===== config.mk =====
export PLATFORM = sky130hd
export DESIGN_NAME = rom_image_type_classifier
export DESIGN_NICKNAME = d
export VERILOG_FILES = /design/src/rtl/ritc_pkg.sv /design/src/rtl/rom_image_type_classifier.sv /design/src/rtl/ritc_front.sv /design/src/rtl/ritc_queue.sv /design/src/rtl/ritc_back.sv
export SDC_FILE = /design/constraint.sdc
export NUM_CORES = 1
export LEC_CHECK = 0
export BUFFER_PORTS_ARGS = -buffer_cell sky130_fd_sc_hd__buf_4
export CAP_MARGIN = 10
export CORE_MARGIN = 10
export CORE_UTILIZATION = 40
export DETAILED_ROUTE_END_ITERATION = 10
export SLEW_MARGIN = 0
export SYNTH_ARGS = -nofsm -noshare
export SYNTH_HDL_FRONTEND = slang
export SYNTH_SLANG_ARGS = --single-unit

===== constraint.sdc =====
create_clock -name clk -period 10.5 [get_ports clk]
set_input_delay 1.05 -clock clk [delete_from_list [all_inputs] [get_ports clk]]
set_output_delay 1.05 -clock clk [all_outputs]
set_load 0.01 [all_outputs]

===== src/rtl/ritc_pkg.sv =====
// ----------------------------------------------------------------------------
// ritc_pkg
// Shared types, offsets and reference tables for the image type classifier.
// ----------------------------------------------------------------------------
package ritc_pkg;

  typedef enum logic [1:0] {
    TYPE_UNKNOWN   = 2'd0,
    TYPE_HANDHELD_A = 2'd1,
    TYPE_HANDHELD_B = 2'd2,
    TYPE_HANDHELD_C = 2'd3
  } image_type_t;

  // running match flags carried with a finished image
  typedef struct packed {
    logic logo_a;
    logic sig;
    logic logo_c;
  } ritc_flags_t;

  localparam int LOGO_A_BASE     = 'h04;
  localparam int LOGO_A_LEN      = 156;
  localparam int SIG_BASE        = 'h0C;
  localparam int SIG_LEN         = 12;
  localparam int LOGO_C_BASE     = 'h104;
  localparam int LOGO_C_LEN      = 48;
  localparam int WORD0_BASE      = 'h20;
  localparam int WORD1_BASE      = 'h30;
  localparam int WORD_LEN        = 4;
  localparam int SIZE_MIN        = 192;
  localparam int SIZE_SIG_MIN    = 512;
  localparam int SIZE_LOGO_C_MIN = 'h150;
  localparam int MIB_BITS        = 20;
  localparam int MIB             = 1024 * 1024;
  localparam int SIZE_A_MAX      = 32 * 1024 * 1024;
  localparam logic [7:0] PAD_BYTE = 8'hFF;

  localparam int LOGO_A_IDX_W = $clog2(LOGO_A_LEN);
  localparam int SIG_IDX_W    = $clog2(SIG_LEN);
  localparam int LOGO_C_IDX_W = $clog2(LOGO_C_LEN);
  localparam int LANE_W       = $clog2(WORD_LEN);

  localparam logic [7:0] LOGO_A_TAB [LOGO_A_LEN] = '{
    8'h24, 8'hFF, 8'hAE, 8'h51, 8'h69, 8'h9A, 8'hA2, 8'h21, 8'h3D, 8'h84, 8'h82, 8'h0A,
    8'h84, 8'hE4, 8'h09, 8'hAD, 8'h11, 8'h24, 8'h8B, 8'h98, 8'hC0, 8'h81, 8'h7F, 8'h21,
    8'hA3, 8'h52, 8'hBE, 8'h19, 8'h93, 8'h09, 8'hCE, 8'h20, 8'h10, 8'h46, 8'h4A, 8'h4A,
    8'hF8, 8'h27, 8'h31, 8'hEC, 8'h58, 8'hC7, 8'hE8, 8'h33, 8'h82, 8'hE3, 8'hCE, 8'hBF,
    8'h85, 8'hF4, 8'hDF, 8'h94, 8'hCE, 8'h4B, 8'h09, 8'hC1, 8'h94, 8'h56, 8'h8A, 8'hC0,
    8'h13, 8'h72, 8'hA7, 8'hFC, 8'h9F, 8'h84, 8'h4D, 8'h73, 8'hA3, 8'hCA, 8'h9A, 8'h61,
    8'h58, 8'h97, 8'hA3, 8'h27, 8'hFC, 8'h03, 8'h98, 8'h76, 8'h23, 8'h1D, 8'hC7, 8'h61,
    8'h03, 8'h04, 8'hAE, 8'h56, 8'hBF, 8'h38, 8'h84, 8'h00, 8'h40, 8'hA7, 8'h0E, 8'hFD,
    8'hFF, 8'h52, 8'hFE, 8'h03, 8'h6F, 8'h95, 8'h30, 8'hF1, 8'h97, 8'hFB, 8'hC0, 8'h85,
    8'h60, 8'hD6, 8'h80, 8'h25, 8'hA9, 8'h63, 8'hBE, 8'h03, 8'h01, 8'h4E, 8'h38, 8'hE2,
    8'hF9, 8'hA2, 8'h34, 8'hFF, 8'hBB, 8'h3E, 8'h03, 8'h44, 8'h78, 8'h00, 8'h90, 8'hCB,
    8'h88, 8'h11, 8'h3A, 8'h94, 8'h65, 8'hC0, 8'h7C, 8'h63, 8'h87, 8'hF0, 8'h3C, 8'hAF,
    8'hD6, 8'h25, 8'hE4, 8'h8B, 8'h38, 8'h0A, 8'hAC, 8'h72, 8'h21, 8'hD4, 8'hF8, 8'h07
  };

  // header signature: ASCII text plus a terminating zero
  localparam logic [7:0] SIG_TAB [SIG_LEN] = '{
    8'h4E, 8'h69, 8'h6E, 8'h74, 8'h65, 8'h6E, 8'h64, 8'h6F, 8'h20, 8'h44, 8'h53, 8'h00
  };

  localparam logic [7:0] LOGO_C_TAB [LOGO_C_LEN] = '{
    8'hCE, 8'hED, 8'h66, 8'h66, 8'hCC, 8'h0D, 8'h00, 8'h0B, 8'h03, 8'h73, 8'h00, 8'h83,
    8'h00, 8'h0C, 8'h00, 8'h0D, 8'h00, 8'h08, 8'h11, 8'h1F, 8'h88, 8'h89, 8'h00, 8'h0E,
    8'hDC, 8'hCC, 8'h6E, 8'hE6, 8'hDD, 8'hDD, 8'hD9, 8'h99, 8'hBB, 8'hBB, 8'h67, 8'h63,
    8'h6E, 8'h0E, 8'hEC, 8'hCC, 8'hDD, 8'hDC, 8'h99, 8'h9F, 8'hBB, 8'hB9, 8'h33, 8'h3E
  };

endpackage


===== src/rtl/rom_image_type_classifier.sv =====
// ----------------------------------------------------------------------------
// rom_image_type_classifier
// Streams a cartridge image one byte per request and reports its type code.
// ----------------------------------------------------------------------------
// Input channel: in_tdata carries one image byte per request, in file order;
// in_tlast marks the last byte of an image. Result channel: one request per
// image, out_tdata[1:0] = type (0 unknown, 1..3 handheld A/B/C).
// Throughput is one byte per cycle while the summary queue has room; the scanner
// updates its counters and table checks in the same cycle it takes a byte.
// The summary is written into the queue when the last byte is taken; the
// classifier output register loads the type code when it pops that entry.
// A two-entry summary queue sits between the scanner and the classifier, so
// the receiver may stall while later images keep streaming in; in_tready
// drops only when that queue is full, i.e. two finished images are still
// waiting behind a stalled output.
// The byte counter saturates at 2^COUNT_BITS-1.
// Reset (rst_n low, synchronous) clears the counters, sets all match flags,
// empties the queue and drops out_tvalid; no clearing pass is needed.
// ----------------------------------------------------------------------------
module rom_image_type_classifier
  import ritc_pkg::*;
#(
  parameter int COUNT_BITS = 32
) (
  input  logic       clk,
  input  logic       rst_n,
  input  logic       in_tvalid,
  output logic       in_tready,
  input  logic [7:0] in_tdata,    // [7:0] byte_value
  input  logic       in_tlast,
  output logic       out_tvalid,
  input  logic       out_tready,
  output logic [7:0] out_tdata    // [1:0] image_type, [7:2] zero
);

  localparam int FLAGS_W = $bits(ritc_flags_t);
  localparam int ENTRY_W = 2 * COUNT_BITS + 64 + FLAGS_W;

  logic                  q_full, q_not_empty, push, pop;
  logic [COUNT_BITS-1:0] f_size, f_last_idx, b_size, b_last_idx;
  logic [31:0]           f_word0, f_word1, b_word0, b_word1;
  ritc_flags_t           f_flags, b_flags;
  logic [ENTRY_W-1:0]    q_wr, q_rd;

  ritc_front #(.COUNT_BITS(COUNT_BITS)) u_front (
    .clk          (clk),
    .rst_n        (rst_n),
    .in_tvalid    (in_tvalid),
    .in_tready    (in_tready),
    .in_tdata     (in_tdata),
    .in_tlast     (in_tlast),
    .q_full       (q_full),
    .push         (push),
    .sum_size     (f_size),
    .sum_last_idx (f_last_idx),
    .sum_word0    (f_word0),
    .sum_word1    (f_word1),
    .sum_flags    (f_flags)
  );

  assign q_wr = {f_size, f_last_idx, f_word0, f_word1, f_flags};

  ritc_queue #(.DATA_W(ENTRY_W), .DEPTH(2)) u_queue (
    .clk       (clk),
    .rst_n     (rst_n),
    .push      (push),
    .wr_data   (q_wr),
    .pop       (pop),
    .rd_data   (q_rd),
    .full      (q_full),
    .not_empty (q_not_empty)
  );

  assign {b_size, b_last_idx, b_word0, b_word1, b_flags} = q_rd;

  ritc_back #(.COUNT_BITS(COUNT_BITS)) u_back (
    .clk          (clk),
    .rst_n        (rst_n),
    .q_not_empty  (q_not_empty),
    .pop          (pop),
    .sum_size     (b_size),
    .sum_last_idx (b_last_idx),
    .sum_word0    (b_word0),
    .sum_word1    (b_word1),
    .sum_flags    (b_flags),
    .out_tvalid   (out_tvalid),
    .out_tready   (out_tready),
    .out_tdata    (out_tdata)
  );

endmodule


===== src/rtl/ritc_front.sv =====
// ----------------------------------------------------------------------------
// ritc_front
// Byte scanner: counts bytes, checks the reference tables, captures the two
// offset words and the last non-pad index; pushes a summary on the last byte.
// ----------------------------------------------------------------------------
module ritc_front
  import ritc_pkg::*;
#(
  parameter int COUNT_BITS = 32
) (
  input  logic                  clk,
  input  logic                  rst_n,
  input  logic                  in_tvalid,
  output logic                  in_tready,
  input  logic [7:0]            in_tdata,
  input  logic                  in_tlast,
  input  logic                  q_full,
  output logic                  push,
  output logic [COUNT_BITS-1:0] sum_size,
  output logic [COUNT_BITS-1:0] sum_last_idx,
  output logic [31:0]           sum_word0,
  output logic [31:0]           sum_word1,
  output ritc_flags_t           sum_flags
);

  localparam logic [COUNT_BITS-1:0] CNT_MAX = {COUNT_BITS{1'b1}};

  logic [COUNT_BITS-1:0] cnt_r, cnt_nxt;
  logic [COUNT_BITS-1:0] last_r, last_nxt;
  logic [31:0]           word0_r, word0_nxt;
  logic [31:0]           word1_r, word1_nxt;
  ritc_flags_t           flags_r, flags_nxt;

  logic                  acc;
  logic [COUNT_BITS-1:0] off_a, off_s, off_c, off_w0, off_w1;
  logic [COUNT_BITS-1:0] cnt_inc;
  logic [31:0]           w0_upd, w1_upd;
  logic [COUNT_BITS-1:0] last_upd;
  ritc_flags_t           flags_upd;

  assign in_tready = !q_full;
  assign acc       = in_tvalid && !q_full;

  // offsets from each window base; a single unsigned compare tests the range
  assign off_a  = cnt_r - COUNT_BITS'(LOGO_A_BASE);
  assign off_s  = cnt_r - COUNT_BITS'(SIG_BASE);
  assign off_c  = cnt_r - COUNT_BITS'(LOGO_C_BASE);
  assign off_w0 = cnt_r - COUNT_BITS'(WORD0_BASE);
  assign off_w1 = cnt_r - COUNT_BITS'(WORD1_BASE);

  always_comb begin
    flags_upd = flags_r;
    if (off_a < COUNT_BITS'(LOGO_A_LEN) &&
        LOGO_A_TAB[off_a[LOGO_A_IDX_W-1:0]] != in_tdata) begin
      flags_upd.logo_a = 1'b0;
    end
    if (off_s < COUNT_BITS'(SIG_LEN) && SIG_TAB[off_s[SIG_IDX_W-1:0]] != in_tdata) begin
      flags_upd.sig = 1'b0;
    end
    if (off_c < COUNT_BITS'(LOGO_C_LEN) &&
        LOGO_C_TAB[off_c[LOGO_C_IDX_W-1:0]] != in_tdata) begin
      flags_upd.logo_c = 1'b0;
    end

    // little-endian byte lanes
    w0_upd = word0_r;
    if (off_w0 < COUNT_BITS'(WORD_LEN)) begin
      w0_upd[off_w0[LANE_W-1:0]*8 +: 8] = in_tdata;
    end
    w1_upd = word1_r;
    if (off_w1 < COUNT_BITS'(WORD_LEN)) begin
      w1_upd[off_w1[LANE_W-1:0]*8 +: 8] = in_tdata;
    end

    last_upd = (in_tdata != PAD_BYTE) ? cnt_r : last_r;
    cnt_inc  = (cnt_r == CNT_MAX) ? cnt_r : cnt_r + COUNT_BITS'(1);
  end

  always_comb begin
    cnt_nxt   = cnt_r;
    last_nxt  = last_r;
    word0_nxt = word0_r;
    word1_nxt = word1_r;
    flags_nxt = flags_r;
    if (acc) begin
      if (in_tlast) begin
        cnt_nxt   = '0;
        last_nxt  = '0;
        word0_nxt = '0;
        word1_nxt = '0;
        flags_nxt = '1;
      end else begin
        cnt_nxt   = cnt_inc;
        last_nxt  = last_upd;
        word0_nxt = w0_upd;
        word1_nxt = w1_upd;
        flags_nxt = flags_upd;
      end
    end
  end

  always_ff @(posedge clk) begin
    if (!rst_n) begin
      cnt_r   <= '0;
      last_r  <= '0;
      word0_r <= '0;
      word1_r <= '0;
      flags_r <= '1;
    end else begin
      cnt_r   <= cnt_nxt;
      last_r  <= last_nxt;
      word0_r <= word0_nxt;
      word1_r <= word1_nxt;
      flags_r <= flags_nxt;
    end
  end

  assign push         = acc && in_tlast;
  assign sum_size     = cnt_inc;
  assign sum_last_idx = last_upd;
  assign sum_word0    = w0_upd;
  assign sum_word1    = w1_upd;
  assign sum_flags    = flags_upd;

  a_clear_after_last: assert property (@(posedge clk) disable iff (!rst_n)
    acc && in_tlast |=> cnt_r == '0 && flags_r == '1)
    else $error("scanner state not cleared after last byte");

  a_count_step: assert property (@(posedge clk) disable iff (!rst_n)
    acc && !in_tlast && cnt_r != CNT_MAX |=> cnt_r == $past(cnt_r) + COUNT_BITS'(1))
    else $error("byte count did not advance");

endmodule


===== src/rtl/ritc_queue.sv =====
// ----------------------------------------------------------------------------
// ritc_queue
// Small FIFO of image summaries between scanner and classifier.
// ----------------------------------------------------------------------------
module ritc_queue #(
  parameter int DATA_W = 8,
  parameter int DEPTH  = 2
) (
  input  logic              clk,
  input  logic              rst_n,
  input  logic              push,
  input  logic [DATA_W-1:0] wr_data,
  input  logic              pop,
  output logic [DATA_W-1:0] rd_data,
  output logic              full,
  output logic              not_empty
);

  localparam int PTR_W = (DEPTH > 1) ? $clog2(DEPTH) : 1;
  localparam int CNT_W = $clog2(DEPTH + 1);
  localparam logic [PTR_W-1:0] PTR_LAST = PTR_W'(DEPTH - 1);

  logic [DATA_W-1:0] entry_r [DEPTH];
  logic [PTR_W-1:0]  wr_ptr_r, wr_ptr_nxt;
  logic [PTR_W-1:0]  rd_ptr_r, rd_ptr_nxt;
  logic [CNT_W-1:0]  cnt_r, cnt_nxt;

  assign full      = (cnt_r == CNT_W'(DEPTH));
  assign not_empty = (cnt_r != '0);
  assign rd_data   = entry_r[rd_ptr_r];

  always_comb begin
    wr_ptr_nxt = wr_ptr_r;
    rd_ptr_nxt = rd_ptr_r;
    cnt_nxt    = cnt_r;
    if (push) begin
      wr_ptr_nxt = (wr_ptr_r == PTR_LAST) ? '0 : wr_ptr_r + PTR_W'(1);
    end
    if (pop) begin
      rd_ptr_nxt = (rd_ptr_r == PTR_LAST) ? '0 : rd_ptr_r + PTR_W'(1);
    end
    priority if (push && !pop) begin
      cnt_nxt = cnt_r + CNT_W'(1);
    end else if (pop && !push) begin
      cnt_nxt = cnt_r - CNT_W'(1);
    end else begin
      cnt_nxt = cnt_r;
    end
  end

  always_ff @(posedge clk) begin
    if (!rst_n) begin
      wr_ptr_r <= '0;
      rd_ptr_r <= '0;
      cnt_r    <= '0;
    end else begin
      wr_ptr_r <= wr_ptr_nxt;
      rd_ptr_r <= rd_ptr_nxt;
      cnt_r    <= cnt_nxt;
    end
  end

  always_ff @(posedge clk) begin
    if (push) begin
      entry_r[wr_ptr_r] <= wr_data;
    end
  end

  a_no_overflow: assert property (@(posedge clk) disable iff (!rst_n)
    push |-> !full || pop)
    else $error("summary queue overflow");

  a_no_underflow: assert property (@(posedge clk) disable iff (!rst_n)
    pop |-> not_empty)
    else $error("summary queue underflow");

endmodule


===== src/rtl/ritc_back.sv =====
// ----------------------------------------------------------------------------
// ritc_back
// Classifier: applies the size, logo, signature and header offset checks to one
// summary and holds the type code in the output register.
// ----------------------------------------------------------------------------
module ritc_back
  import ritc_pkg::*;
#(
  parameter int COUNT_BITS = 32
) (
  input  logic                  clk,
  input  logic                  rst_n,
  input  logic                  q_not_empty,
  output logic                  pop,
  input  logic [COUNT_BITS-1:0] sum_size,
  input  logic [COUNT_BITS-1:0] sum_last_idx,
  input  logic [31:0]           sum_word0,
  input  logic [31:0]           sum_word1,
  input  ritc_flags_t           sum_flags,
  output logic                  out_tvalid,
  input  logic                  out_tready,
  output logic [7:0]            out_tdata    // [1:0] image_type, [7:2] zero
);

  localparam int CMP_W = (COUNT_BITS > 32) ? COUNT_BITS : 32;

  logic          valid_r, valid_nxt;
  image_type_t   type_r, type_nxt;
  image_type_t   type_cls;

  logic [COUNT_BITS:0]  trim;
  logic [CMP_W-1:0]     size_x, w0_x, w1_x;
  logic                 size_a_win, trim_ok, offs_ok;

  always_comb begin
    // trimmed size: an all-pad image gives index 0, so trim is 1
    trim       = {1'b0, sum_last_idx} + (COUNT_BITS+1)'(1);
    size_a_win = sum_size >= COUNT_BITS'(MIB) && sum_size <= COUNT_BITS'(SIZE_A_MAX);
    trim_ok    = ((trim & (trim - (COUNT_BITS+1)'(1))) == '0) ||
                 (trim[MIB_BITS-1:0] == '0);
    size_x     = CMP_W'(sum_size);
    w0_x       = CMP_W'(sum_word0);
    w1_x       = CMP_W'(sum_word1);
    offs_ok    = w0_x < size_x && w1_x < size_x &&
                 sum_word0[1:0] == 2'b00 && sum_word1[1:0] == 2'b00;

    priority if (sum_size < COUNT_BITS'(SIZE_MIN)) begin
      type_cls = TYPE_UNKNOWN;
    end else if (sum_flags.logo_a || (size_a_win && trim_ok)) begin
      type_cls = TYPE_HANDHELD_A;
    end else if (sum_size >= COUNT_BITS'(SIZE_SIG_MIN) && (sum_flags.sig || offs_ok)) begin
      type_cls = TYPE_HANDHELD_B;
    end else if (sum_size >= COUNT_BITS'(SIZE_LOGO_C_MIN) && sum_flags.logo_c) begin
      type_cls = TYPE_HANDHELD_C;
    end else begin
      type_cls = TYPE_UNKNOWN;
    end
  end

  assign pop = q_not_empty && (!valid_r || out_tready);

  always_comb begin
    valid_nxt = valid_r;
    type_nxt  = type_r;
    if (pop) begin
      valid_nxt = 1'b1;
      type_nxt  = type_cls;
    end else if (out_tready) begin
      valid_nxt = 1'b0;
    end
  end

  always_ff @(posedge clk) begin
    if (!rst_n) begin
      valid_r <= 1'b0;
    end else begin
      valid_r <= valid_nxt;
    end
  end

  always_ff @(posedge clk) begin
    type_r <= type_nxt;
  end

  assign out_tvalid = valid_r;
  assign out_tdata  = {6'b0, type_r};

endmodule

==> results.json <==
{
  "dieWidth_microns": 268,
  "cp.arrival_ns": 5.54,
  "pin_count": 23,
  "synthMuxAreaShare": 0.0934,
  "ys_async_sr_fraction": 0,
  "synthCells": 2519,
  "coreArea_sq_um": 60600,
  "synth_top_family_by_area": "simple AND/OR/NAND/NOR gates",
  "yosysUniqueCellTypes": 89,
  "synth_area_sq_um": 24500,
  "cts_inserted_buffers": 43,
  "grt_busiest_layer": "met2",
  "ys.warnings.count": 0,
  "ys_ff_latch": 401,
  "drtIter0Drc": 2151,
  "firstDrtPassIters": 8,
  "grt_first_pass_wirelength_microns": 115000,
  "layout.nets": 2553,
  "period_needed_ns": 5.02,
  "whs_ns": 0.465,
  "worstPathRequired_ns": 11.02,
  "dieArea_sq_um": 71700,
  "grt_pass1_vias": 19100,
  "finClkSkew_ns": 0.0233,
  "synthAdderAreaFrac": 0.0478,
  "cts_tree": "done",
  "setup_viol": 0,
  "cts_root_buffer": "clkbuf_16",
  "synth-simple-area-share": 0.184,
  "p_leak_nw": 9.91,
  "final_cell_mix": "nand2_1 (285), edfxtp_1 (264), o21ai_0 (165)",
  "yosysSeqAreaShare": 0.435,
  "synth_edf_count": 264,
  "fmax_mhz": 199,
  "area_growth_pct": 9.52,
  "drv_cap": 0,
  "crit_chain": "clkinv_1 > ha_4 > buf_4 > nor2b_1 > o21ai_0 > nor2b_1 > mux4_2 > nor2_1 > o31a_1 > xnor2_1 > nand4_1 > nor4_1 > o21a_1 > a211o_1",
  "critPathMaxStageDelay_ns": 0.74,
  "syn_avg_cell_area_sq_um": 9.74,
  "powerDensity_nw_per_um2": 171,
  "fin_crit_sh": 0.478,
  "drc_errors": 0,
  "cts_setup_buffers": 0,
  "synth_compound_area_frac": 0.158,
  "dpl.cell_count": 3183,
  "place.gp.congestion": 0.989,
  "ant_nets": 0,
  "num_vias": 19800,
  "hp-class": "reg2reg",
  "track_usage": 0.204,
  "drt_wl_total_microns": 74800,
  "max_slew_margin": 0.265,
  "crit_path_start_kind": "flop",
  "final_cell_area_sq_um": 26900,
  "status": "finished, final reports clean",
  "synth_xor_area_frac": 0.0421,
  "path_clk_slew_ns": 0.06,
  "dp_hpwl_microns": 49800,
  "layout-drive-gt1-share": 0.112,
  "ctsResizeCount": 0,
  "ir_drop_mv": 0.102,
  "portBuffers": 16,
  "slew_violations": 0,
  "die_h_microns": 268,
  "rsz0062_at_grt": "no",
  "initial_core_util": 0.405,
  "num_rows": 90,
  "h-tree-depth": 2,
  "hold_violations": 0,
  "worst_pin_slew_ns": 1.09,
  "final_cells": 3264,
  "critPathCaptureType": "flop",
  "met3_usage": 0.0303,
  "crit_path_top_delay_cell": "dfxtp_2",
  "vias_per_cell": 6.05,
  "antenna_found_initial": 1,
  "crit_type": "reg2reg",
  "grt_max_degree": 134,
  "overflow": 0,
  "grtUsageMet2": 0.328,
  "diodes": 0,
  "clk_path_buf_depth": 3,
  "clock-sinks": 401,
  "cp_max_fo": 65,
  "finalSetupTns_ns": 0,
  "place_area_sq_um": 25300,
  "insertion_delay_ns": 0.59,
  "critPathMostFrequentCell": "nor2b_1",
  "ys.flop_type": "edfxtp_1",
  "cts_hold_buf": 0,
  "power_mw": 4.60,
  "layout_commonest_cell": "nand2_1",
  "grt_use_met1": 0.271,
  "wl_per_cell_microns": 22.9
}
sequential cells by signal, indices dropped and copies added (netlist names), named ones only:
| signal | cells |
|---|---|
| u_front.word1_r | 32 |
| u_front.flags_r | 3 |
| u_front.last_r | 32 |
| u_front.word0_r | 32 |
| u_back.out_tvalid | 1 |
| u_back.type_r | 2 |
| u_queue.wr_ptr_r | 1 |
| u_front.cnt_r | 32 |
| u_queue.rd_ptr_r | 1 |
| u_queue.entry_r | 262 |
| u_queue.cnt_r | 2 |
path summary, 6_finish.rpt:
path | startpoint | end | slack [ns] | cells past startpoint
max | u_front.cnt_r[2] | u_front.flags_r[2] | 5.48 | 14
min | u_front.word0_r[0] | u_front.word0_r[0] | 0.47 | 2
max reg2reg | u_front.cnt_r[2] | u_front.flags_r[2] | 5.48 | 14
min reg2reg | u_front.word0_r[0] | u_front.word0_r[0] | 0.47 | 2
per-layer routing:
metal / part of all wire / vias up
li1: - / 9149
met1: 0.43 / 9596
met2: 0.46 / 826
met3: 0.067 / 187
met4: 0.038 / 0
met5: 0 / -
area by class of cell:
| class | instances | area (sq um) |
|---|---|---|
| fillers | 5699 | 33700 |
| flip-flops and latches | 401 | 10700 |
| inverters | 59 | 221 |
| clock buffers | 57 | 1180 |
| multi-input cells | 1881 | 13000 |
| repair buffers | 61 | 468 |
| well taps | 782 | 978 |
| clock inverters | 23 | 357 |
kinds of logic (layout without fill, tap and decap cells):
group           Yosys count  count (layout)
mux                     204             204
fa+ha+maj                94              94
simple gates            874             874
buf+inv                 242             200
xor+xnor                118             118
flops                   401             401
compound gates          585             585
other cells               1               6
through the flow:
stage               utilization  setup slack [ns]
finish                    0.444              5.48
global route              0.444              4.92
CTS                       0.444              5.54
detailed placement        0.418              5.54
global placement          0.418              5.72
floorplan                     -              2.68
critical path, delay by kind of cell, from the launching register on:
kind                     cells  cell delay [ns]
buffers and inverters        2             0.91
AND/OR/NAND/NOR              5             1.30
XOR/XNOR                     1             0.12
adder cells (fa/ha/maj)      1             0.66
AO/OA/AOI/OAI                4             0.68
multiplexers                 1             0.47
flip-flops                   1             0.74
cell usage after synthesis (23+ instances only):
master / n / area share
dfxtp_1: 137 / 0.11
xor2_1: 54 / 0.019
inv_1: 56 / 0.0086
nor4_1: 26 / 0.0066
a22oi_1: 60 / 0.018
edfxtp_1: 264 / 0.32
nand3_1: 58 / 0.012
a31oi_1: 27 / 0.0069
a21boi_0: 42 / 0.013
a21o_1: 34 / 0.010
xnor2_1: 64 / 0.023
clkbuf_1: 145 / 0.022
o21ai_0: 165 / 0.034
and2_1: 77 / 0.020
mux2i_1: 94 / 0.038
nor2b_1: 83 / 0.021
o211ai_1: 26 / 0.0080
ha_1: 93 / 0.047
nor3_1: 55 / 0.011
nor2_1: 112 / 0.017
nand2b_1: 23 / 0.0059
mux2_2: 100 / 0.046
nand2_1: 287 / 0.044
a21oi_1: 88 / 0.018
nand4_1: 49 / 0.012
report_power, final:
part | switching [mW] | internal [mW]
Combinational | 0.696 | 0.459
Clock | 0.650 | 0.994
Sequential | 0.0535 | 1.75
Power figures use the tool's default switching activity.
